==> config.mk <==
export PLATFORM = sky130hd
export DESIGN_NAME = kmp_substring_search_flat
export DESIGN_NICKNAME = d
export VERILOG_FILES = /design/src/hdl/kmp_pkg.sv /design/src/hdl/kmp_if.sv /design/src/hdl/kmp_substring_search.sv /design/src/hdl/kmp_cfg_regs.sv /design/src/hdl/kmp_ctrl.sv /design/src/hdl/kmp_dp.sv /design/src/flat_wrapper.sv
export SDC_FILE = /design/constraint.sdc
export NUM_CORES = 1
export LEC_CHECK = 0
export BUFFER_PORTS_ARGS = -buffer_cell sky130_fd_sc_hd__buf_4
export CAP_MARGIN = 40
export CORE_MARGIN = 8
export CORE_UTILIZATION = 40
export CTS_CLUSTER_DIAMETER = 200
export DETAILED_ROUTE_END_ITERATION = 6
export GPL_TIMING_DRIVEN = 0
export PLACE_DENSITY = 0.65
export SKIP_CTS_REPAIR_TIMING = 1
export SYNTH_ARGS = -nofsm -noshare
export SYNTH_HDL_FRONTEND = slang
export SYNTH_SLANG_ARGS = --single-unit
==> constraint.sdc <==
create_clock -name clk -period 9.1 [get_ports clk]
set_input_delay 1.82 -clock clk [delete_from_list [all_inputs] [get_ports clk]]
set_output_delay 1.82 -clock clk [all_outputs]
set_load 0.02 [all_outputs]
==> src/hdl/kmp_pkg.sv <==
// Shared constants, types and control structures of the KMP substring search block.
package kmp_pkg;

    localparam int PATTERN_MAX = 32;
    localparam int PAT_AW = $clog2(PATTERN_MAX);
    localparam int CNT_W = PAT_AW + 1;
    localparam int LEN_W = 6;
    localparam int TEXT_MAX = 65535;
    localparam int POS_W = $clog2(TEXT_MAX + 2);
    localparam int START_W = 16;
    localparam int BYTE_W = 8;
    localparam int CFG_IDX_W = 3;
    localparam int CFG_DATA_W = 64;
    localparam int PAT_REGS = (PATTERN_MAX * BYTE_W) / CFG_DATA_W;

    typedef logic [BYTE_W-1:0] byte_t;
    typedef logic [CNT_W-1:0] cnt_t;
    typedef logic [LEN_W-1:0] len_t;
    typedef logic [PAT_AW-1:0] pat_addr_t;
    typedef logic [POS_W-1:0] pos_t;
    typedef logic [START_W-1:0] start_t;
    typedef logic [CFG_IDX_W-1:0] cfg_idx_t;
    typedef logic [CFG_DATA_W-1:0] cfg_data_t;
    typedef logic [PATTERN_MAX-1:0][BYTE_W-1:0] pattern_t;

    localparam cfg_idx_t REG_PATTERN_LENGTH = 3'd0;
    localparam cfg_idx_t REG_START_POSITION = 3'd1;
    localparam cfg_idx_t REG_PATTERN_0_7 = 3'd2;
    localparam cfg_idx_t REG_PATTERN_8_15 = 3'd3;
    localparam cfg_idx_t REG_PATTERN_16_23 = 3'd4;
    localparam cfg_idx_t REG_PATTERN_24_31 = 3'd5;

    typedef struct packed {
        len_t length;
        start_t start;
        pattern_t pattern;
    } cfg_t;

    typedef struct packed {
        logic accept;
        logic latch;
        logic build_load;
        logic build_step;
        logic start;
        logic search_step;
        logic result_load;
        logic finish;
    } dp_cmd_t;

    typedef struct packed {
        logic new_text;
        logic build_done;
        logic build_match;
        logic compare_ok;
        logic search_stop;
        logic emit;
        logic out_free;
    } dp_status_t;

endpackage

==> src/hdl/kmp_if.sv <==
// Valid/ready channel interfaces for text items and result items.
interface kmp_text_if;
    import kmp_pkg::*;

    logic valid;
    logic ready;
    byte_t text_byte;
    logic text_end;

    modport source (output valid, output text_byte, output text_end, input ready);
    modport sink (input valid, input text_byte, input text_end, output ready);
endinterface

interface kmp_result_if;
    import kmp_pkg::*;

    logic valid;
    logic ready;
    start_t match_start;
    logic match_found;

    modport source (output valid, output match_start, output match_found, input ready);
    modport sink (input valid, input match_start, input match_found, output ready);
endinterface

==> src/hdl/kmp_substring_search.sv <==
// Top level of the KMP substring search block: configuration, sequencer and datapath.
//
//  Port       Direction  Payload                          Handshake
//  text       in         text_byte[7:0], text_end         valid/ready
//  result     out        match_start[15:0], match_found   valid/ready
//  cfg_*      in         cfg_index[2:0], cfg_data[63:0]   cfg_we, no wait
//
// The first item of a text latches the configuration and, before its own search, builds
// the failure table, repeating its step state on each fallback of the table loop.
// A compared item runs start, search and result states; a skipped one leaves out search.
// A new result waits in the sequencer for as long as the previous one is still held.
// A stalled result holds its register; the next item is taken while it waits.
// Reset is asynchronous and active low; it takes effect at once and needs no pass.
module kmp_substring_search (
    input  logic               clk,
    input  logic               rst_n,
    kmp_text_if.sink           text,
    kmp_result_if.source       result,
    input  logic               cfg_we,
    input  kmp_pkg::cfg_idx_t  cfg_index,
    input  kmp_pkg::cfg_data_t cfg_data
);
    import kmp_pkg::*;

    cfg_t cfg;
    dp_cmd_t cmd;
    dp_status_t status;

    kmp_cfg_regs u_cfg (
        .clk       (clk),
        .rst_n     (rst_n),
        .cfg_we    (cfg_we),
        .cfg_index (cfg_index),
        .cfg_data  (cfg_data),
        .cfg       (cfg)
    );

    kmp_ctrl u_ctrl (
        .clk        (clk),
        .rst_n      (rst_n),
        .text_valid (text.valid),
        .text_ready (text.ready),
        .status     (status),
        .cmd        (cmd)
    );

    kmp_dp u_dp (
        .clk         (clk),
        .rst_n       (rst_n),
        .cfg         (cfg),
        .text_byte   (text.text_byte),
        .text_end    (text.text_end),
        .cmd         (cmd),
        .status      (status),
        .out_valid   (result.valid),
        .out_ready   (result.ready),
        .match_start (result.match_start),
        .match_found (result.match_found)
    );

endmodule

==> src/hdl/kmp_cfg_regs.sv <==
// Configuration register file holding pattern length, start position and pattern bytes.
module kmp_cfg_regs (
    input  logic                clk,
    input  logic                rst_n,
    input  logic                cfg_we,
    input  kmp_pkg::cfg_idx_t   cfg_index,
    input  kmp_pkg::cfg_data_t  cfg_data,
    output kmp_pkg::cfg_t       cfg
);
    import kmp_pkg::*;

    len_t length_reg;
    start_t start_reg;
    logic [PAT_REGS-1:0][CFG_DATA_W-1:0] pattern_reg;

    always_ff @(posedge clk or negedge rst_n)
    begin
        if (!rst_n)
        begin
            length_reg <= len_t'(1);
            start_reg <= start_t'(1);
            pattern_reg <= '0;
        end
        else if (cfg_we)
        begin
            case (cfg_index)
                REG_PATTERN_LENGTH: length_reg <= cfg_data[LEN_W-1:0];
                REG_START_POSITION: start_reg <= cfg_data[START_W-1:0];
                REG_PATTERN_0_7: pattern_reg[0] <= cfg_data;
                REG_PATTERN_8_15: pattern_reg[1] <= cfg_data;
                REG_PATTERN_16_23: pattern_reg[2] <= cfg_data;
                REG_PATTERN_24_31: pattern_reg[3] <= cfg_data;
                default: ;
            endcase
        end
    end

    assign cfg.length = length_reg;
    assign cfg.start = start_reg;
    assign cfg.pattern = pattern_t'(pattern_reg);

endmodule

==> src/hdl/kmp_ctrl.sv <==
// Sequencer that steps the datapath through table build, search and result delivery.
module kmp_ctrl (
    input  logic                 clk,
    input  logic                 rst_n,
    input  logic                 text_valid,
    output logic                 text_ready,
    input  kmp_pkg::dp_status_t  status,
    output kmp_pkg::dp_cmd_t     cmd
);
    import kmp_pkg::*;

    typedef enum logic [5:0] {
        ST_IDLE       = 6'b000001,
        ST_BUILD_LOAD = 6'b000010,
        ST_BUILD_STEP = 6'b000100,
        ST_START      = 6'b001000,
        ST_SEARCH     = 6'b010000,
        ST_RESULT     = 6'b100000
    } state_t;

    state_t state_reg;
    state_t state_next;

    always_ff @(posedge clk or negedge rst_n)
    begin
        if (!rst_n)
        begin
            state_reg <= ST_IDLE;
        end
        else
        begin
            state_reg <= state_next;
        end
    end

    assign text_ready = (state_reg == ST_IDLE);

    always_comb
    begin
        state_next = state_reg;
        cmd = '0;
        case (state_reg)
            ST_IDLE:
            begin
                if (text_valid)
                begin
                    cmd.accept = 1'b1;
                    cmd.latch = status.new_text;
                    state_next = status.new_text ? ST_BUILD_LOAD : ST_START;
                end
            end
            ST_BUILD_LOAD:
            begin
                if (status.build_done)
                begin
                    state_next = ST_START;
                end
                else
                begin
                    cmd.build_load = 1'b1;
                    state_next = ST_BUILD_STEP;
                end
            end
            ST_BUILD_STEP:
            begin
                cmd.build_step = 1'b1;
                if (status.build_match)
                begin
                    state_next = ST_BUILD_LOAD;
                end
            end
            ST_START:
            begin
                cmd.start = 1'b1;
                state_next = status.compare_ok ? ST_SEARCH : ST_RESULT;
            end
            ST_SEARCH:
            begin
                cmd.search_step = 1'b1;
                if (status.search_stop)
                begin
                    state_next = ST_RESULT;
                end
            end
            ST_RESULT:
            begin
                if (!status.emit)
                begin
                    cmd.finish = 1'b1;
                    state_next = ST_IDLE;
                end
                else if (status.out_free)
                begin
                    cmd.result_load = 1'b1;
                    cmd.finish = 1'b1;
                    state_next = ST_IDLE;
                end
            end
            default:
            begin
                state_next = ST_IDLE;
            end
        endcase
    end

endmodule

==> src/hdl/kmp_dp.sv <==
// Datapath with latched pattern, failure table, match counters and the result register.
module kmp_dp (
    input  logic                 clk,
    input  logic                 rst_n,
    input  kmp_pkg::cfg_t        cfg,
    input  kmp_pkg::byte_t       text_byte,
    input  logic                 text_end,
    input  kmp_pkg::dp_cmd_t     cmd,
    output kmp_pkg::dp_status_t  status,
    output logic                 out_valid,
    input  logic                 out_ready,
    output kmp_pkg::start_t      match_start,
    output logic                 match_found
);
    import kmp_pkg::*;

    byte_t pat_mem [PATTERN_MAX];
    cnt_t fail_mem [PATTERN_MAX];

    pos_t idx_reg;
    cnt_t matched_reg;
    logic given_reg;
    logic pending_reg;
    logic out_valid_reg;

    cnt_t len_reg;
    start_t start_reg;
    cnt_t i_reg;
    cnt_t j_reg;
    byte_t pi_reg;
    byte_t byte_reg;
    logic last_reg;
    start_t match_pos_reg;
    start_t match_start_reg;
    logic match_found_reg;

    cnt_t len_norm;
    start_t start_norm;
    pat_addr_t rd_addr;
    pat_addr_t j_addr;
    byte_t pat_rd;
    cnt_t fail_rd;
    logic out_free;

    always_comb
    begin
        if (cfg.length == len_t'(0))
        begin
            len_norm = cnt_t'(1);
        end
        else if (cfg.length > len_t'(PATTERN_MAX))
        begin
            len_norm = cnt_t'(PATTERN_MAX);
        end
        else
        begin
            len_norm = cnt_t'(cfg.length);
        end
    end

    assign start_norm = (cfg.start == start_t'(0)) ? start_t'(1) : cfg.start;

    assign j_addr = pat_addr_t'(j_reg - cnt_t'(1));
    assign rd_addr = cmd.build_load ? pat_addr_t'(i_reg - cnt_t'(1)) : j_addr;
    assign pat_rd = pat_mem[rd_addr];
    assign fail_rd = fail_mem[j_addr];
    assign out_free = !out_valid_reg || out_ready;

    assign status.new_text = (idx_reg == pos_t'(0));
    assign status.build_done = (i_reg >= len_reg);
    assign status.build_match = (j_reg == cnt_t'(0)) || (pi_reg == pat_rd);
    assign status.compare_ok = !given_reg && (idx_reg >= pos_t'(start_reg))
                               && (idx_reg <= pos_t'(TEXT_MAX));
    assign status.search_stop = (j_reg == cnt_t'(0)) || (byte_reg == pat_rd);
    assign status.emit = pending_reg || (last_reg && !given_reg);
    assign status.out_free = out_free;

    always_ff @(posedge clk or negedge rst_n)
    begin
        if (!rst_n)
        begin
            idx_reg <= '0;
            matched_reg <= '0;
            given_reg <= 1'b0;
            pending_reg <= 1'b0;
            out_valid_reg <= 1'b0;
        end
        else
        begin
            if (cmd.accept && !idx_reg[POS_W-1])
            begin
                idx_reg <= idx_reg + pos_t'(1);
            end
            if (cmd.latch)
            begin
                matched_reg <= '0;
                given_reg <= 1'b0;
            end
            if (cmd.start)
            begin
                pending_reg <= 1'b0;
            end
            if (cmd.search_step && status.search_stop)
            begin
                if (j_reg >= len_reg)
                begin
                    pending_reg <= 1'b1;
                    given_reg <= 1'b1;
                    matched_reg <= '0;
                end
                else
                begin
                    matched_reg <= j_reg;
                end
            end
            if (cmd.result_load)
            begin
                out_valid_reg <= 1'b1;
            end
            else if (out_ready)
            begin
                out_valid_reg <= 1'b0;
            end
            if (cmd.finish && last_reg)
            begin
                idx_reg <= '0;
                matched_reg <= '0;
                given_reg <= 1'b0;
            end
        end
    end

    always_ff @(posedge clk)
    begin
        if (cmd.accept)
        begin
            byte_reg <= text_byte;
            last_reg <= text_end;
        end
        if (cmd.latch)
        begin
            len_reg <= len_norm;
            start_reg <= start_norm;
            i_reg <= cnt_t'(1);
            j_reg <= '0;
            for (int k = 0; k < PATTERN_MAX; k++)
            begin
                pat_mem[k] <= cfg.pattern[k];
            end
            fail_mem[0] <= '0;
        end
        if (cmd.build_load)
        begin
            pi_reg <= pat_rd;
        end
        if (cmd.build_step)
        begin
            if (status.build_match)
            begin
                i_reg <= i_reg + cnt_t'(1);
                j_reg <= j_reg + cnt_t'(1);
                fail_mem[i_reg[PAT_AW-1:0]] <= j_reg + cnt_t'(1);
            end
            else
            begin
                j_reg <= fail_rd;
            end
        end
        if (cmd.start)
        begin
            j_reg <= matched_reg + cnt_t'(1);
        end
        if (cmd.search_step)
        begin
            if (status.search_stop)
            begin
                match_pos_reg <= idx_reg[START_W-1:0] + start_t'(1) - start_t'(len_reg);
            end
            else
            begin
                j_reg <= fail_rd;
            end
        end
        if (cmd.result_load)
        begin
            match_start_reg <= pending_reg ? match_pos_reg : start_t'(0);
            match_found_reg <= pending_reg;
        end
    end

    assign out_valid = out_valid_reg;
    assign match_start = match_start_reg;
    assign match_found = match_found_reg;

endmodule
==> src/flat_wrapper.sv <==
// flat-port wrapper written by rule: the top's interface ports become plain ports
module kmp_substring_search_flat import kmp_pkg::*;
  (clk, rst_n, cfg_we, cfg_index, cfg_data, text_valid, text_text_byte, text_text_end, text_ready, result_valid, result_match_start, result_match_found, result_ready);
  kmp_text_if text_i ();
  kmp_result_if result_i ();
  input  logic clk;
  input  logic rst_n;
  input  logic cfg_we;
  input  kmp_pkg::cfg_idx_t cfg_index;
  input  kmp_pkg::cfg_data_t cfg_data;
  input wire logic [$bits(text_i.valid)-1:0] text_valid;
  input wire logic [$bits(text_i.text_byte)-1:0] text_text_byte;
  input wire logic [$bits(text_i.text_end)-1:0] text_text_end;
  output wire logic [$bits(text_i.ready)-1:0] text_ready;
  output wire logic [$bits(result_i.valid)-1:0] result_valid;
  output wire logic [$bits(result_i.match_start)-1:0] result_match_start;
  output wire logic [$bits(result_i.match_found)-1:0] result_match_found;
  input wire logic [$bits(result_i.ready)-1:0] result_ready;
  assign text_i.valid = text_valid;
  assign text_i.text_byte = text_text_byte;
  assign text_i.text_end = text_text_end;
  assign text_ready = text_i.ready;
  assign result_valid = result_i.valid;
  assign result_match_start = result_i.match_start;
  assign result_match_found = result_i.match_found;
  assign result_i.ready = result_ready;
  kmp_substring_search u_core (.clk(clk), .rst_n(rst_n), .text(text_i), .result(result_i), .cfg_we(cfg_we), .cfg_index(cfg_index), .cfg_data(cfg_data));
endmodule
==> metrics.md <==
| Metric | Value |
|---|---|
| Status | `complete, no violations` |
| Port bufs | `between 90 and 100` |
| DP HPWL | `around 70,000 µm` |
| Peak VDD IR | `182 µV` |
| Synth Net Count | `2,386` |
| Final ANT Viol Nets | `0` |
| Syn_area_per_cell | `between 15 and 20 µm²` |
| Starting density of the core | `between 40 and 50%` |
| Final nets | `about 2,600` |
| Post-synth top flop | `edfxtp_1` |
| Final hold vios | `0` |
| Placed cell count | `~3,500` |
| Reg2Reg Depth | `19` |
| I/O Pins | `100` |
| Max Slew Vio Count | `0` |
| Most common cell after layout, fill and taps aside | `edfxtp_1` |
| Hold Crit Start | `u_core.u_cfg.cfg[231]` |
| Fillcell total | `~7,500` |
| Worst Skew | `roughly 24 ps` |
| Flop pwr share | `41.8%` |
| Vias in the first global route | `~21,000` |
| Worst Path Required | `between 9000 and 10,000 ps` |
| Sequential area share after synthesis | `67.1%` |
| Post-synthesis cell count | `around 2,200` |
| Vias | `between 20,000 and 25,000` |
| Worst Hold End | `u_core.u_dp.pat_mem[28][7]` |
| Slew HR | `between 10% and 20%` |
| Tmin final | `approximately 8300 ps` |
| DRC | `0` |
| Critical R2R Capture | `u_core.u_dp.match_pos_reg[12]` |
| Worst slew pin tran | `1260 ps` |
| Max cap viols | `0` |
| Max clock buf depth | `3` |
| Most frequent cells in the layout | `edfxtp_1, dfrtp_1, mux2_2` |
| Post-DR vias/cell | `approximately 5.5` |
| Period utilisation layout | `90.9%` |
| Share of layout cells above drive strength 1 | `27.3%` |
| Comb power frac | `28.3%` |
| Pwr Total | `about 12 mW` |
| GP Congestion | `roughly 0.96` |
| Setup violators final | `0` |
| Post-route worst setup slack | `829 ps` |
| R2R Path Start | `u_core.u_dp.i_reg[0]` |
| Power Density | `283 nW/µm²` |
| Die H | `between 300 and 400 µm` |
| Fin util | `a little under half` |
| CP endpoint kind | `register` |
| WL final | `between 90,000 and 100,000 µm` |
| F_max | `approximately 120 MHz` |
| Critical path class | `reg -> reg` |
| Internal power | `between 7 and 8 mW` |
| Largest fanout on the critical path | `17` |
| Drt initial violations | `~1,800` |
| P_leak | `15.4 nW` |
| CTS Buf Count | `85` |
| Gr ovfl total | `0` |
| First-pass GRT wire length | `approximately 140,000 µm` |
| Synth-to-layout area growth | `16.3%` |
| Synth warnings | `0` |
| Row cnt | `about 110` |
| Clock root buffer | `clkbuf_16` |
| RSZ-0062 raised after global routing | `no` |
| HP Class | `reg -> reg` |
| Clock Pin Slew Worst Setup and Hold Paths | `roughly 60 ps` |
| Synth Cell Area | `between 30,000 and 40,000 µm²` |
| Finished Layout Cells | `3,712` |
| Post-synth EDFFs | `520` |
| Initial antenna violation count | `3` |
| H-tree Lvls | `3` |
| TritonRoute pass-1 iters | `6` |
| Clk sinks | `roughly 840` |
| Sw Ratio | `about a third` |
| Die area | `97,700 µm²` |
| Core Region | `between 80,000 and 90,000 µm²` |
| Worst Hold Slack | `~440 ps` |
| CTS tree | `done` |
| Psw | `roughly 3.7 mW` |
| Synth async-reset ratio | `a little under two fifths` |
| Clock power frac | `a little under a third` |
| Die W | `approximately 310 µm` |
| Worst skew pair latency | `about 640 ps` |
| Startpoint types | `register` |
| Library cells used by synthesis | `between 80 and 90` |
| Gr usage total | `between 10% and 20%` |
| R2R Setup Slk | `830 ps` |
| Largest net degree at the start of global routing | `118` |
| Flops & latches, synth | `842` |
| WL/cell | `26.0 µm` |
| WHS Path Cells | `0` |
| Place WS | `approximately 1100 ps` |
| CP Data Arrival Time | `8530 ps` |
[synthesized netlist by cell type (all sizes together), types with 8 or more instances]
cell | count | share of area [%]
a2111oi | 14 | 0.42
a211oi | 14 | 0.30
a21o | 16 | 0.34
a21oi | 46 | 0.67
a22oi | 14 | 0.30
and2 | 19 | 0.34
buf | 33 | 0.51
clkbuf | 82 | 0.87
dfrtp | 307 | 22
dfxtp | 12 | 0.68
edfxtp | 520 | 44
ha | 70 | 2.5
inv | 64 | 0.68
mux2 | 295 | 9.5
mux2i | 78 | 2.2
mux4 | 60 | 3.8
nand2 | 99 | 1.1
nand2b | 12 | 0.21
nand3 | 30 | 0.43
nand4 | 24 | 0.43
nor2 | 76 | 0.83
nor2b | 12 | 0.21
nor3 | 21 | 0.30
nor4 | 16 | 0.30
o211a | 8 | 0.23
o21ai | 48 | 0.69
o221ai | 8 | 0.20
o31a | 17 | 0.42
o31ai | 17 | 0.36
or3 | 12 | 0.21
xnor2 | 32 | 0.80
xor2 | 15 | 0.37
[how the worst max path moves through the flow]
| stage | from | to | slack (ps) |
|---|---|---|---|
| finish | u_core.u_dp.i_reg[0] | u_core.u_dp.match_pos_reg[12] | 830 |
| global route | u_core.u_dp.i_reg[0] | u_core.u_dp.fail_mem[20][4] | 620 |
| CTS | u_core.u_dp.i_reg[0] | u_core.u_dp.fail_mem[15][1] | 1030 |
| detailed placement | u_core.u_dp.i_reg[0] | u_core.u_dp.fail_mem[15][3] | 1070 |
| global placement | text_valid | u_core.u_dp.j_reg[3] | -690 |
| floorplan | text_valid | u_core.u_dp.j_reg[3] | 1790 |
[metrics by stage]
step           area [µm²]  setup TNS (ps)
2_1_floorplan       35200               0
3_3_place_gp        37400          -93090
3_5_place_dp        38100               0
4_1_cts             40900               0
5_1_grt             40900               0
6_report            40900               0
[critical path, cell delays in order, from the launching register on]
cell and delay (ps):
dfxtp_1 330, clkbuf_1 440, inv_1 320, ha_1 340, nand2b_1 150, a21oi_1 600, o211ai_4 240, inv_1 130
buf_2 450, o21ai_1 240, buf_4 240, clkbuf_1 300, a222oi_1 1160, a22oi_1 230, a21o_1 350, xnor2_1 180
nand4_1 440, o21ai_0 730, nand2_1 450, inv_1 550
[routing by layer]
| metal | wire length (µm) | global-route usage, % | vias to the layer above | share of wire (%) |
|---|---|---|---|---|
| met4 | 3390 | 6.63 | 0 | 3.5 |
| met5 | 0 | 0 | - | 0 |
| met2 | 47800 | 32.9 | 717 | 50 |
| met1 | 39800 | 24.8 | 10600 | 41 |
| li1 | - | - | 9093 | - |
| met3 | 5510 | 3.71 | 160 | 5.7 |
[kinds of logic after synthesis]
family	after synthesis	share of synthesized area, %
flops	842	67.1
buf+inv	180	2.07
compound gates	303	6.42
fa+ha+maj	71	2.55
xor+xnor	47	1.17
mux	433	15.5
simple gates	358	5.14
[final cells by class]
class	instances	area [µm²]	share of cell area, %
buffer	115	485	1.19
clock inverter	38	389	0.951
antenna	3	7.51	0.0183
tap	1155	1450	3.53
timing repair buffer	161	1460	3.56
inverter	65	248	0.605
multi-input combinational	1212	10900	26.5
sequential	842	23600	57.7
clock buffer	121	2410	5.90
[power groups by stage]
stage                     Combinational [mW]  Clock (mW)  Sequential [mW]
after CTS                               3.20        3.53             4.84
final                                   3.27        3.47             4.84
after detailed placement                3.18           0             4.91
after global placement                  3.06           0             4.91
after global routing                    3.45        3.69             4.88
after floorplan                         1.99           0             4.83
Note: power is estimated with default switching activity, not from simulation.
